**config.mk**
```make
export PLATFORM = sky130hd
export DESIGN_NAME = key_debounce_tap_counter_core
export DESIGN_NICKNAME = d
export VERILOG_FILES = /design/src/hw/rtl/kdtc_pkg.sv /design/src/hw/rtl/kdtc_ctrl.sv /design/src/hw/rtl/kdtc_datapath.sv /design/src/hw/rtl/key_debounce_tap_counter_core.sv
export SDC_FILE = /design/constraint.sdc
export NUM_CORES = 1
export LEC_CHECK = 0
export BUFFER_PORTS_ARGS = -buffer_cell sky130_fd_sc_hd__buf_2
export CAP_MARGIN = 10
export CORE_ASPECT_RATIO = 0.7
export CORE_MARGIN = 1.5
export CORE_UTILIZATION = 55
export DETAILED_ROUTE_END_ITERATION = 10
export GPL_ROUTABILITY_DRIVEN = 0
export GPL_TIMING_DRIVEN = 0
export PLACE_DENSITY_LB_ADDON = 0.3
export SLEW_MARGIN = 20
export SYNTH_ARGS = -nofsm -noshare
export SYNTH_HDL_FRONTEND = slang
export SYNTH_SLANG_ARGS = --single-unit
```
**constraint.sdc**
```tcl
create_clock -name clk_i -period 6.2 [get_ports clk_i]
set_clock_uncertainty 0.15 [all_clocks]
set_input_delay 0.62 -clock clk_i [delete_from_list [all_inputs] [get_ports clk_i]]
set_output_delay 0.62 -clock clk_i [all_outputs]
set_load 0.01 [all_outputs]
```
**src/hw/rtl/kdtc_pkg.sv**
```systemverilog
// Shared types and constants for the key debounce and tap counter.
// Used by the controller, the datapath and the top level.
package kdtc_pkg;

  // Field widths
  localparam int unsigned LevelW   = 6;
  localparam int unsigned KeyIdxW  = 3;
  localparam int unsigned TapW     = 2;
  localparam int unsigned DbW      = 8;
  localparam int unsigned WinW     = 10;
  localparam int unsigned MapW     = 12;
  localparam int unsigned CfgIdxW  = 2;
  localparam int unsigned CfgDataW = 12;

  // Keys that have a field in the tap map and a bit in the input word
  localparam int unsigned NumMapKeys = 6;
  // Most results one tick may deliver
  localparam int unsigned MaxResults = 12;
  localparam int unsigned CntW       = 4;

  // Saturation limits of the age counters
  localparam logic [DbW-1:0]  SettleMax = 8'd255;
  localparam logic [WinW-1:0] GapMax    = 10'd1023;

  // Register indexes
  localparam logic [CfgIdxW-1:0] RegDebounce = 2'd0;
  localparam logic [CfgIdxW-1:0] RegWindow   = 2'd1;
  localparam logic [CfgIdxW-1:0] RegTapMap   = 2'd2;

  // Register reset values
  localparam logic [DbW-1:0]  DebounceRst = 8'd20;
  localparam logic [WinW-1:0] WindowRst   = 10'd300;
  localparam logic [MapW-1:0] TapMapRst   = 12'd1365;

  // Event kinds
  localparam logic KindRelease = 1'b0;
  localparam logic KindTaps    = 1'b1;

  // Commands from the controller to the datapath
  typedef struct packed {
    logic load;   // latch the tick's key levels, rewind key counter
    logic step1;  // debounce and tap update for the current key
    logic step2;  // window timeout check for the current key
    logic flush;  // push the held event out as the tick's last one
  } kdtc_cmd_t;

  // Status from the datapath to the controller
  typedef struct packed {
    logic out_free;  // output register can take a new result this cycle
    logic last_key;  // key counter sits on the highest key
  } kdtc_status_t;

endpackage

```
**src/hw/rtl/kdtc_ctrl.sv**
```systemverilog
// Sequencer of the key debounce and tap counter: idle, two key scans, flush.
// Depends on kdtc_pkg for the command and status structs.
module kdtc_ctrl
  import kdtc_pkg::*;
(
  input  logic         clk_i,
  input  logic         rst_ni,
  input  logic         in_valid_i,
  output logic         in_ready_o,
  input  kdtc_status_t status_i,
  output kdtc_cmd_t    cmd_o
);

  localparam logic [1:0] StIdle  = 2'd0;
  localparam logic [1:0] StScan1 = 2'd1;
  localparam logic [1:0] StScan2 = 2'd2;
  localparam logic [1:0] StFlush = 2'd3;

  logic [1:0] state_q, state_d;

  // Next state and commands
  always_comb begin
    state_d    = state_q;
    cmd_o      = '0;
    in_ready_o = 1'b0;
    unique case (state_q)
      StIdle: begin
        in_ready_o = 1'b1;
        if (in_valid_i) begin
          cmd_o.load = 1'b1;
          state_d    = StScan1;
        end
      end
      StScan1: begin
        if (status_i.out_free) begin
          cmd_o.step1 = 1'b1;
          if (status_i.last_key) state_d = StScan2;
        end
      end
      StScan2: begin
        if (status_i.out_free) begin
          cmd_o.step2 = 1'b1;
          if (status_i.last_key) state_d = StFlush;
        end
      end
      StFlush: begin
        if (status_i.out_free) begin
          cmd_o.flush = 1'b1;
          state_d     = StIdle;
        end
      end
      default: state_d = StIdle;
    endcase
  end

  // Hold state
  always_ff @(posedge clk_i or negedge rst_ni) begin
    if (!rst_ni) begin
      state_q <= StIdle;
    end else begin
      state_q <= state_d;
    end
  end

endmodule

```
**src/hw/rtl/kdtc_datapath.sv**
```systemverilog
// Datapath of the key debounce and tap counter: per-key state, one shared
// key update unit, config registers, held event and output register.
// Depends on kdtc_pkg.
module kdtc_datapath
  import kdtc_pkg::*;
#(
  parameter int unsigned NUM_KEYS = 6
) (
  input  logic                clk_i,
  input  logic                rst_ni,
  input  kdtc_cmd_t           cmd_i,
  output kdtc_status_t        status_o,
  input  logic [LevelW-1:0]   levels_i,
  input  logic                cfg_we_i,
  input  logic [CfgIdxW-1:0]  cfg_index_i,
  input  logic [CfgDataW-1:0] cfg_data_i,
  output logic                out_valid_o,
  input  logic                out_ready_i,
  output logic [KeyIdxW-1:0]  out_key_o,
  output logic                out_kind_o,
  output logic [TapW-1:0]     out_taps_o,
  output logic                out_last_o
);

  localparam int unsigned KW = (NUM_KEYS > 1) ? $clog2(NUM_KEYS) : 1;
  localparam int unsigned XW = KW + 3;

  // Config registers
  logic [DbW-1:0]  limit_q;
  logic [WinW-1:0] window_q;
  logic [MapW-1:0] map_q;

  // Per-key state
  logic [NUM_KEYS-1:0] raw_q;
  logic [NUM_KEYS-1:0] stable_q;
  logic [DbW-1:0]      settle_q [NUM_KEYS];
  logic [TapW-1:0]     pend_q   [NUM_KEYS];
  logic [WinW-1:0]     gap_q    [NUM_KEYS];

  // Tick and scan control
  logic [LevelW-1:0] lev_q;
  logic [KW-1:0]     key_q;
  logic [CntW-1:0]   cnt_q;

  // Held event, waiting to learn whether it is the tick's last
  logic               held_valid_q;
  logic [KeyIdxW-1:0] held_key_q;
  logic               held_kind_q;
  logic [TapW-1:0]    held_taps_q;

  // Output register
  logic               out_valid_q;
  logic [KeyIdxW-1:0] out_key_q;
  logic               out_kind_q;
  logic [TapW-1:0]    out_taps_q;
  logic               out_last_q;

  logic [XW-1:0]     key_ext;
  logic [LevelW-1:0] lev_shift;
  logic [MapW-1:0]   map_shift;
  logic              in_map;
  logic              r_bit;
  logic [TapW-1:0]   mx;
  logic              step;
  logic              out_free;

  logic              n_raw, n_stable;
  logic [DbW-1:0]    n_settle;
  logic [WinW-1:0]   n_gap;
  logic [TapW-1:0]   n_pend, p_inc;
  logic              ev_valid, ev_kind;
  logic [TapW-1:0]   ev_taps;
  logic              push;

  assign step     = cmd_i.step1 | cmd_i.step2;
  assign out_free = !out_valid_q || out_ready_i;

  assign status_o.out_free = out_free;
  assign status_o.last_key = (key_q == KW'(NUM_KEYS - 1));

  // Key-dependent selects: raw level and maximum taps
  assign key_ext   = XW'(key_q);
  assign in_map    = key_ext < XW'(NumMapKeys);
  assign lev_shift = lev_q >> key_q;
  assign map_shift = map_q >> {key_q, 1'b0};
  assign r_bit     = in_map ? lev_shift[0] : 1'b0;
  assign mx        = (in_map && map_shift[TapW-1:0] != '0) ? map_shift[TapW-1:0] : 2'd1;
  assign p_inc     = pend_q[key_q] + 2'd1;

  // Shared key update unit
  always_comb begin
    n_raw    = raw_q[key_q];
    n_stable = stable_q[key_q];
    n_settle = settle_q[key_q];
    n_gap    = gap_q[key_q];
    n_pend   = pend_q[key_q];
    ev_valid = 1'b0;
    ev_kind  = KindTaps;
    ev_taps  = '0;
    if (cmd_i.step1) begin
      // Advance the ages, saturating
      if (n_settle < SettleMax) n_settle = n_settle + 8'd1;
      if (n_gap < GapMax) n_gap = n_gap + 10'd1;
      // Restart settling on a raw change
      if (r_bit != n_raw) begin
        n_settle = '0;
        n_raw    = r_bit;
      end
      // Accept a settled level
      if (n_settle > limit_q && r_bit != n_stable) begin
        n_stable = r_bit;
        if (!r_bit) begin
          if (n_pend == '0 && mx == 2'd1) begin
            ev_valid = 1'b1;
            ev_taps  = 2'd1;
          end else begin
            n_pend = p_inc;
            n_gap  = '0;
            if (p_inc >= mx) begin
              ev_valid = 1'b1;
              ev_taps  = (p_inc > mx) ? mx : p_inc;
              n_pend   = '0;
            end
          end
        end else begin
          ev_valid = 1'b1;
          ev_kind  = KindRelease;
        end
      end
    end else if (cmd_i.step2) begin
      // Resolve a sequence whose gap ran past the window
      if (n_pend != '0 && n_gap > window_q) begin
        ev_valid = 1'b1;
        ev_taps  = (n_pend > mx) ? mx : n_pend;
        n_pend   = '0;
      end
    end
  end

  assign push = ev_valid && (cnt_q < CntW'(MaxResults));

  // Config registers
  always_ff @(posedge clk_i or negedge rst_ni) begin
    if (!rst_ni) begin
      limit_q  <= DebounceRst;
      window_q <= WindowRst;
      map_q    <= TapMapRst;
    end else if (cfg_we_i) begin
      unique case (cfg_index_i)
        RegDebounce: limit_q  <= cfg_data_i[DbW-1:0];
        RegWindow:   window_q <= cfg_data_i[WinW-1:0];
        RegTapMap:   map_q    <= cfg_data_i[MapW-1:0];
        default: ;
      endcase
    end
  end

  // Per-key state update
  always_ff @(posedge clk_i or negedge rst_ni) begin
    if (!rst_ni) begin
      raw_q    <= '1;
      stable_q <= '1;
      for (int i = 0; i < NUM_KEYS; i++) begin
        settle_q[i] <= '0;
        pend_q[i]   <= '0;
        gap_q[i]    <= '0;
      end
    end else if (step) begin
      raw_q[key_q]    <= n_raw;
      stable_q[key_q] <= n_stable;
      settle_q[key_q] <= n_settle;
      gap_q[key_q]    <= n_gap;
      pend_q[key_q]   <= n_pend;
    end
  end

  // Key counter and result count
  always_ff @(posedge clk_i or negedge rst_ni) begin
    if (!rst_ni) begin
      key_q <= '0;
      cnt_q <= '0;
    end else begin
      if (cmd_i.load) begin
        key_q <= '0;
        cnt_q <= '0;
      end else begin
        if (step) key_q <= status_o.last_key ? '0 : key_q + KW'(1);
        if (push) cnt_q <= cnt_q + CntW'(1);
      end
    end
  end

  // Latch the tick's levels
  always_ff @(posedge clk_i) begin
    if (cmd_i.load) lev_q <= levels_i;
  end

  // Held event and output register
  always_ff @(posedge clk_i or negedge rst_ni) begin
    if (!rst_ni) begin
      held_valid_q <= 1'b0;
      out_valid_q  <= 1'b0;
    end else begin
      if (out_ready_i) out_valid_q <= 1'b0;
      if (push) begin
        held_valid_q <= 1'b1;
        if (held_valid_q) out_valid_q <= 1'b1;
      end else if (cmd_i.flush && held_valid_q) begin
        held_valid_q <= 1'b0;
        out_valid_q  <= 1'b1;
      end
    end
  end

  always_ff @(posedge clk_i) begin
    if (push) begin
      held_key_q  <= key_ext[KeyIdxW-1:0];
      held_kind_q <= ev_kind;
      held_taps_q <= ev_taps;
    end
    if ((push || cmd_i.flush) && held_valid_q && out_free) begin
      out_key_q  <= held_key_q;
      out_kind_q <= held_kind_q;
      out_taps_q <= held_taps_q;
      out_last_q <= cmd_i.flush;
    end
  end

  assign out_valid_o = out_valid_q;
  assign out_key_o   = out_key_q;
  assign out_kind_o  = out_kind_q;
  assign out_taps_o  = out_taps_q;
  assign out_last_o  = out_last_q;

endmodule

```
**src/hw/rtl/key_debounce_tap_counter_core.sv**
```systemverilog
// Key debounce and multi-tap counter, top level.
//
// Usage:
//   Slave stream: one request per millisecond tick, tdata[5:0] carries the
//   raw key levels (1 released, 0 pressed). Config channel: cfg_index_i
//   selects debounce limit (0), tap window (1) or tap map (2); write only
//   while the block is idle. Master stream: zero or more events per tick,
//   tdata = key index and tap count, tuser = event kind, tlast on the final
//   event of the tick.
// Timing:
//   One shared key update unit visits every key twice, once for debounce
//   and taps and once for window timeouts, then the last event is flushed.
//   Each step of a tick waits while the receiver stalls with an event in
//   the output register, and a new tick is accepted only after the flush.
//   Each event waits in a holding register until the tick's next event or
//   the flush step moves it out.
// Reset:
//   Keys read released with zero ages and no pending taps, registers take
//   their defaults (20, 300, 0x555), the output stream goes empty.
//   A stalled receiver halts the key scan; no event is lost.
module key_debounce_tap_counter_core
  import kdtc_pkg::*;
#(
  parameter int unsigned NUM_KEYS = 6
) (
  input  logic                clk_i,
  input  logic                rst_ni,
  // Tick input
  input  logic                s_axis_tvalid,
  output logic                s_axis_tready,
  input  logic [7:0]          s_axis_tdata,   // [5:0] key_levels
  // Event output
  output logic                m_axis_tvalid,
  input  logic                m_axis_tready,
  output logic [7:0]          m_axis_tdata,   // [2:0] key_index, [4:3] tap_total
  output logic                m_axis_tuser,   // [0] event_kind
  output logic                m_axis_tlast,   // last_event
  // Register writes
  input  logic                cfg_valid_i,
  output logic                cfg_ready_o,
  input  logic [CfgIdxW-1:0]  cfg_index_i,
  input  logic [CfgDataW-1:0] cfg_data_i
);

  kdtc_cmd_t          cmd;
  kdtc_status_t       status;
  logic [KeyIdxW-1:0] out_key;
  logic [TapW-1:0]    out_taps;

  assign cfg_ready_o = 1'b1;

  // Sequencer
  kdtc_ctrl u_ctrl (
    .clk_i      (clk_i),
    .rst_ni     (rst_ni),
    .in_valid_i (s_axis_tvalid),
    .in_ready_o (s_axis_tready),
    .status_i   (status),
    .cmd_o      (cmd)
  );

  // Key state and event path
  kdtc_datapath #(
    .NUM_KEYS (NUM_KEYS)
  ) u_datapath (
    .clk_i       (clk_i),
    .rst_ni      (rst_ni),
    .cmd_i       (cmd),
    .status_o    (status),
    .levels_i    (s_axis_tdata[LevelW-1:0]),
    .cfg_we_i    (cfg_valid_i),
    .cfg_index_i (cfg_index_i),
    .cfg_data_i  (cfg_data_i),
    .out_valid_o (m_axis_tvalid),
    .out_ready_i (m_axis_tready),
    .out_key_o   (out_key),
    .out_kind_o  (m_axis_tuser),
    .out_taps_o  (out_taps),
    .out_last_o  (m_axis_tlast)
  );

  // Pack the event word
  assign m_axis_tdata = {3'b000, out_taps, out_key};

endmodule
```
==> run metrics, run 1 <==
detailed placement HPWL 18.9 mm; WP data required 6.17 ns; dominant cells by area after synthesis dfrtp_1, mux2_2, dfstp_2, edfxtp_1, ha_1; DR iter-0 viols 788; Clock transition at path regs about 0.070 ns; period utilization 94.0%; Die H 116 um; Async S/R FF share, synth 90.1%; most frequent cells in the layout dfrtp_1, mux2_2, nand2_1, inv_1, buf_2; Mapped Avg Cell Area 11.4 sq um; Reg2Reg Setup Slack between 0.3 and 0.4 ns; R2R Path End u_datapath.out_kind_o; Seq/Total Area, Yosys 48.8%; hold_buf cts 0; Hold Crit Class in2async; die footprint 19200 sq um; Post-Synthesis Cell Area between 10000 and 15000 sq um; Slew @ Worst Pin slightly below 1 ns; CTS root buffer clkbuf_16; Yosys warning total 0; setup violators final 0; global route overflow 0; FF/Latch Area around 4900 sq um; CORE AREA between 15000 and 20000 sq um; Worst setup EP type register; Arr. time, crit path 5.80 ns; area of the multi-input gates about 4800 sq um; Routed Antenna Nets 0; P&R area growth vs syn 12.0%; diode count 0; Final min period 5.83 ns; vias in the first global route 7205; WL/cell 22.4 um; critical path launch point type register; Synth top area share between 30 and 40%; drt first pass iters 5; post_cts resized 4; most common cell after layout, fill and taps aside dfrtp_1; critical path fanouts, max 10; max-cap violation count 0; Util after Layout 62.8%; Clock Sinks 192; drt via density 6.25; Yosys top cell by area dfrtp_1; num rows 41; DRC violations left 0; first-pass GRT wire length 41.4 mm; Total GRT Usage between 20% and 30%; initial antenna violation count 0; r2r startpoint u_datapath.key_q[2]; #FFs+latches synth 192; Reg2Reg Depth 20; clock buffer count from CTS 17; total leakage power 5.16 nW; Max-slew headroom 34.5%; max-slew violations 0; DR vias 7441; final WL 26.6 mm; count of buffers from port buffering 33; final-report hold violation count 0; VDD IR max between 200 and 300 uV; Longest Clk Path Bufs 2; share of layout cells above drive strength 1 28.3%; EDFF count, synth 19; status finished, final reports clean; f_max 172 MHz; later-pin clock latency in the skew report around 0.44 ns; pwr/cell area between 400 and 500 nW/um^2; Final #Nets 1001; CTS tree done; largest net degree at the start of global routing 99; Top Ports 40; post-route cell area approximately 11000 sq um; fill count ~1400; critical path class reg2reg; Initial Util about 56%; RSZ-0062 raised after global routing no; Max H-tree Level 4; dominant synthesized flop cell dfrtp_1; count of different cell masters after synthesis 81; Mapped Cells 889; setup bufs post-CTS 0; placed instance area 10600 sq um; DIE WIDTH 165 um
[worst max-delay path, cell delays in order, from the launching register on]
cell       delay, ns
dfrtp_1         0.40
buf_2           0.29
and3b_1         0.43
buf_4           0.31
o2bb2ai_1       0.18
or2_2           0.15
buf_2           0.15
ha_1            0.17
inv_1           0.07
a2111o_1        0.39
nand4bb_1       0.29
a31oi_1         0.25
a21boi_0        0.36
ha_1            0.30
and2_1          0.15
nand4_1         0.09
o31a_1          0.27
nand3_2         0.26
o21bai_4        0.30
nand2_1         0.23
a21oi_4         0.30
[power by group]
part	switching (mW)	internal (mW)
Sequential	0.0999	1.50
Combinational	1.28	0.680
Clock	0.492	0.757
[per-stage QoR]
| stage | cells | setup TNS, ns | hold WS [ns] | setup slack, ns | total power [mW] |
|---|---|---|---|---|---|
| 3_5_place_dp | 1161 | -4.12 | 0.255 | -0.501 | 3.51 |
| 6_report | 1191 | 0 | 0.0721 | 0.371 | 4.81 |
| 2_1_floorplan | 891 | 0 | 0.174 | 1.16 | 2.92 |
| 3_3_place_gp | 1160 | -3.72 | 0.254 | -0.451 | 3.46 |
| 4_1_cts | 1193 | 0 | 0.0970 | 0.0392 | 4.77 |
| 5_1_grt | 1191 | 0 | 0.131 | 0.0256 | 5.04 |
[Yosys cell counts, types with 4 or more instances]
library cell	n
dfstp_2	24
o211ai_1	4
a31oi_1	5
nand4bb_1	4
a211oi_1	5
o21ai_0	38
dfrtp_1	149
ha_1	32
nor2_1	31
a221oi_1	5
a22oi_1	11
o22ai_1	4
or2_2	7
nor2b_1	5
o21a_1	6
o32ai_1	7
and2_1	4
nor3_1	8
mux2i_1	28
o31ai_1	7
nand3b_1	4
xnor2_1	4
a32o_1	8
nor3b_1	4
buf_4	6
o2bb2ai_1	11
mux2_2	129
edfxtp_1	19
buf_2	9
a21oi_1	30
nand3_1	7
a22o_1	14
o21ai_1	14
nand2b_1	5
buf_6	6
clkbuf_1	27
nand4_1	4
nand2_1	88
inv_1	47
[how the worst max path moves through the flow]
stage / startpoint / end / slack (ns) / depth (start not counted)
floorplan: u_datapath.key_q[0] / u_datapath.out_key_o[0] / 1.16 / 23
global placement: u_datapath.key_q[2] / u_datapath.out_key_o[2] / -0.45 / 21
detailed placement: u_datapath.key_q[2] / u_datapath.out_key_o[2] / -0.50 / 21
CTS: u_datapath.key_q[2] / u_datapath.out_kind_o / 0.04 / 20
global route: u_datapath.key_q[1] / u_datapath.pend_q[10] / 0.03 / 20
finish: u_datapath.key_q[2] / u_datapath.out_kind_o / 0.37 / 20
[logic make-up (layout without fill, tap and decap cells)]
| logic type | count (synthesis) | in the layout | share of synthesized area, % |
|---|---|---|---|
| AND/OR/NAND/NOR | 190 | 190 | 9.39 |
| XOR/XNOR | 7 | 7 | 0.681 |
| other | 2 | 4 | 0.0743 |
| AO/OA/AOI/OAI | 205 | 205 | 14.6 |
| buffers and inverters | 99 | 163 | 4.46 |
| multiplexers | 162 | 162 | 18.0 |
| adder cells (fa/ha/maj) | 32 | 32 | 3.96 |
| flip-flops | 192 | 192 | 48.8 |
[layer usage]
layer  track usage, %  up-vias  routed length (um)
met2             43.8      320               11800
met1             42.8     3720               12100
met4             7.81        0                 396
met5                0        -                   0
met3             7.35       36                2400
li1                 -     3365                   -
[area by class of cell]
cell class | instances | share of cell area, %
inverter | 48 | 1.59
clock inverter | 11 | 1.76
tap | 236 | 2.61
buffer | 49 | 2.37
timing repair buffer | 34 | 1.79
sequential | 192 | 43.6
clock buffer | 21 | 4.17
multi-input combinational | 600 | 42.1
[registers in the layout (all words and copies together), names as in the netlist, 4 cells and up]
signal,count
u_datapath.limit_q,8
u_datapath.pend_q,12
u_datapath.stable_q,6
u_datapath.cnt_q,4
u_datapath.window_q,10
u_datapath.settle_q,48
u_datapath.raw_q,6
u_datapath.gap_q,60
u_datapath.lev_q,6
u_datapath.map_q,12
No activity file was read; power rests on OpenSTA's default activity.
==> run 2, diff against run 1 <==
--- a/config.mk
+++ b/config.mk
@@ -13,7 +13,7 @@
 export DETAILED_ROUTE_END_ITERATION = 10
 export GPL_ROUTABILITY_DRIVEN = 0
 export GPL_TIMING_DRIVEN = 0
-export PLACE_DENSITY_LB_ADDON = 0.3
+export PLACE_DENSITY = 0.72
 export SLEW_MARGIN = 20
 export SYNTH_ARGS = -nofsm -noshare
 export SYNTH_HDL_FRONTEND = slang
==> run 2 against run 1 <==
Combinational power barely moved. Cell count rose by 0.17%. Power decreased by 2.4%. Worst setup slack worse by 0.063 ns. Hold slack worse by 0.050 ns.
==> run metrics, run 2 (synthesis gave the netlist of run 1 again) <==
status finished, final reports clean; detailed placement HPWL roughly 19 mm; Clock transition at path regs 0.07 ns; setup bufs post-CTS 0; critical path fanouts, max 10; clock power share about a quarter; Final min period 5.89 ns; Top Ports 40; CTS root buffer clkbuf_16; Pint 2.83 mW; clock buffer count from CTS 17; Routed Antenna Nets 0; Sw Share 39.7%; fill count 1429; period utilization a little over nine tenths; Final #Nets 1003; Util after Layout 62.5%; initial antenna violation count 0; Max H-tree Level 4; critical path class reg2reg; Pwr Total 4.70 mW; Arr. time, crit path 5.87 ns; max FFs per register 60; r2r startpoint u_datapath.key_q[2]; CORE AREA 18000 sq um; drt via density 6.16; f_max 170 MHz; final-report hold violation count 0; setup violators final 0; Hold Crit Class in2async; count of buffers from port buffering 33; post_cts resized 2; P&R area growth vs syn 11.4%; sequential power share approximately a third; die footprint 19200 sq um; R2R Path End u_datapath.out_taps_o[1]; DR vias 7346; top register by number of flip-flops u_datapath.gap_q; global route overflow 0; WL/cell around 22 um; Max-slew headroom 39.9%; num rows 41; Total GRT Usage 29.0%; first-pass GRT wire length 40.7 mm; most frequent cells in the layout dfrtp_1, mux2_2, nand2_1, inv_1, buf_2; Initial Util between 50% and 60%; max-cap violation count 0; diode count 0; post-route cell area around 11000 sq um; CTS tree done; final WL 26.0 mm; total leakage power between 5 and 6 nW; DRC violations left 0; RSZ-0062 raised after global routing no; largest net degree at the start of global routing approximately 90; DR iter-0 viols 683; hold_buf cts 0; Slew @ Worst Pin about 0.9 ns; final hold slack roughly 0.022 ns; placed instance area 10600 sq um; Clock Sinks around 190; Die H roughly 120 um; drt first pass iters 5; Reg2Reg Depth 20; most common cell after layout, fill and taps aside dfrtp_1; vias in the first global route 7167; Longest Clk Path Bufs 2; switching power 1.87 mW; Worst setup EP type register; later-pin clock latency in the skew report about 0.45 ns; share of layout cells above drive strength 1 between 20% and 30%; max-slew violations 0; Gate power share 41.6%; VDD IR max 259 uV; DIE WIDTH 165 um; critical path launch point type register; WP data required 6.18 ns; biggest regs u_datapath.gap_q (60), u_datapath.settle_q (48); Reg2Reg Setup Slack 0.31 ns; pwr/cell area 418 nW/um^2
## run 2: critical path, cell delays in order (launching register included)
cell,delay [ns]
dfrtp_1,0.45
buf_2,0.23
nor2_1,0.24
clkbuf_1,0.61
a32o_1,0.24
or2_2,0.11
buf_2,0.15
ha_1,0.19
inv_1,0.07
a2111o_1,0.39
nor3_2,0.33
nor3_1,0.11
a211oi_1,0.37
ha_1,0.31
and4_1,0.23
nand4_1,0.10
o31a_1,0.25
nand3_2,0.26
o21bai_4,0.28
nand2_1,0.21
a21oi_4,0.30
## run 2: final cells by class
| type | instances | area [sq um] | area share (%) |
|---|---|---|---|
| buffer | 51 | 274 | 2.44 |
| clock inverter | 12 | 156 | 1.39 |
| multi-input combinational | 600 | 4770 | 42.4 |
| timing repair buffer | 34 | 203 | 1.80 |
| clock buffer | 20 | 447 | 3.97 |
| inverter | 48 | 180 | 1.60 |
| tap | 236 | 295 | 2.62 |
| sequential | 192 | 4930 | 43.8 |
## run 2: power groups by stage
stage / registers (mW) / clock network, mW / logic (mW)
2_1_floorplan: 1.59 / 0 / 1.33
3_3_place_gp: 1.62 / 0 / 1.85
3_5_place_dp: 1.62 / 0 / 1.89
4_1_cts: 1.60 / 1.15 / 1.90
5_1_grt: 1.62 / 1.19 / 2.12
6_report: 1.60 / 1.14 / 1.95
## run 2: worst max path at each step
stage,startpoint,to,cells after the start
3_3_place_gp,u_datapath.key_q[2],u_datapath.out_key_o[2],21
5_1_grt,u_datapath.key_q[2],u_datapath.out_kind_o,21
4_1_cts,u_datapath.key_q[2],u_datapath.out_kind_o,21
6_report,u_datapath.key_q[2],u_datapath.out_taps_o[1],20
3_5_place_dp,u_datapath.key_q[2],u_datapath.out_key_o[2],21
2_1_floorplan,u_datapath.key_q[0],u_datapath.out_key_o[0],23
## run 2: layer usage
metal | track usage [%] | vias up | wire, um
met5 | 0 | - | 0
met1 | 42.5 | 3663 | 12400
met3 | 7.53 | 39 | 2100
li1 | - | 3350 | -
met2 | 42.4 | 294 | 11100
met4 | 8.77 | 0 | 447
## run 2: through the flow
stage	setup slack, ns	TNS [ns]	instances
floorplan	1.16	0	891
finish	0.308	0	1193
detailed placement	-0.291	-2.04	1161
global route	0.0596	0	1193
CTS	0.0363	0	1193
global placement	-0.307	-2.15	1160
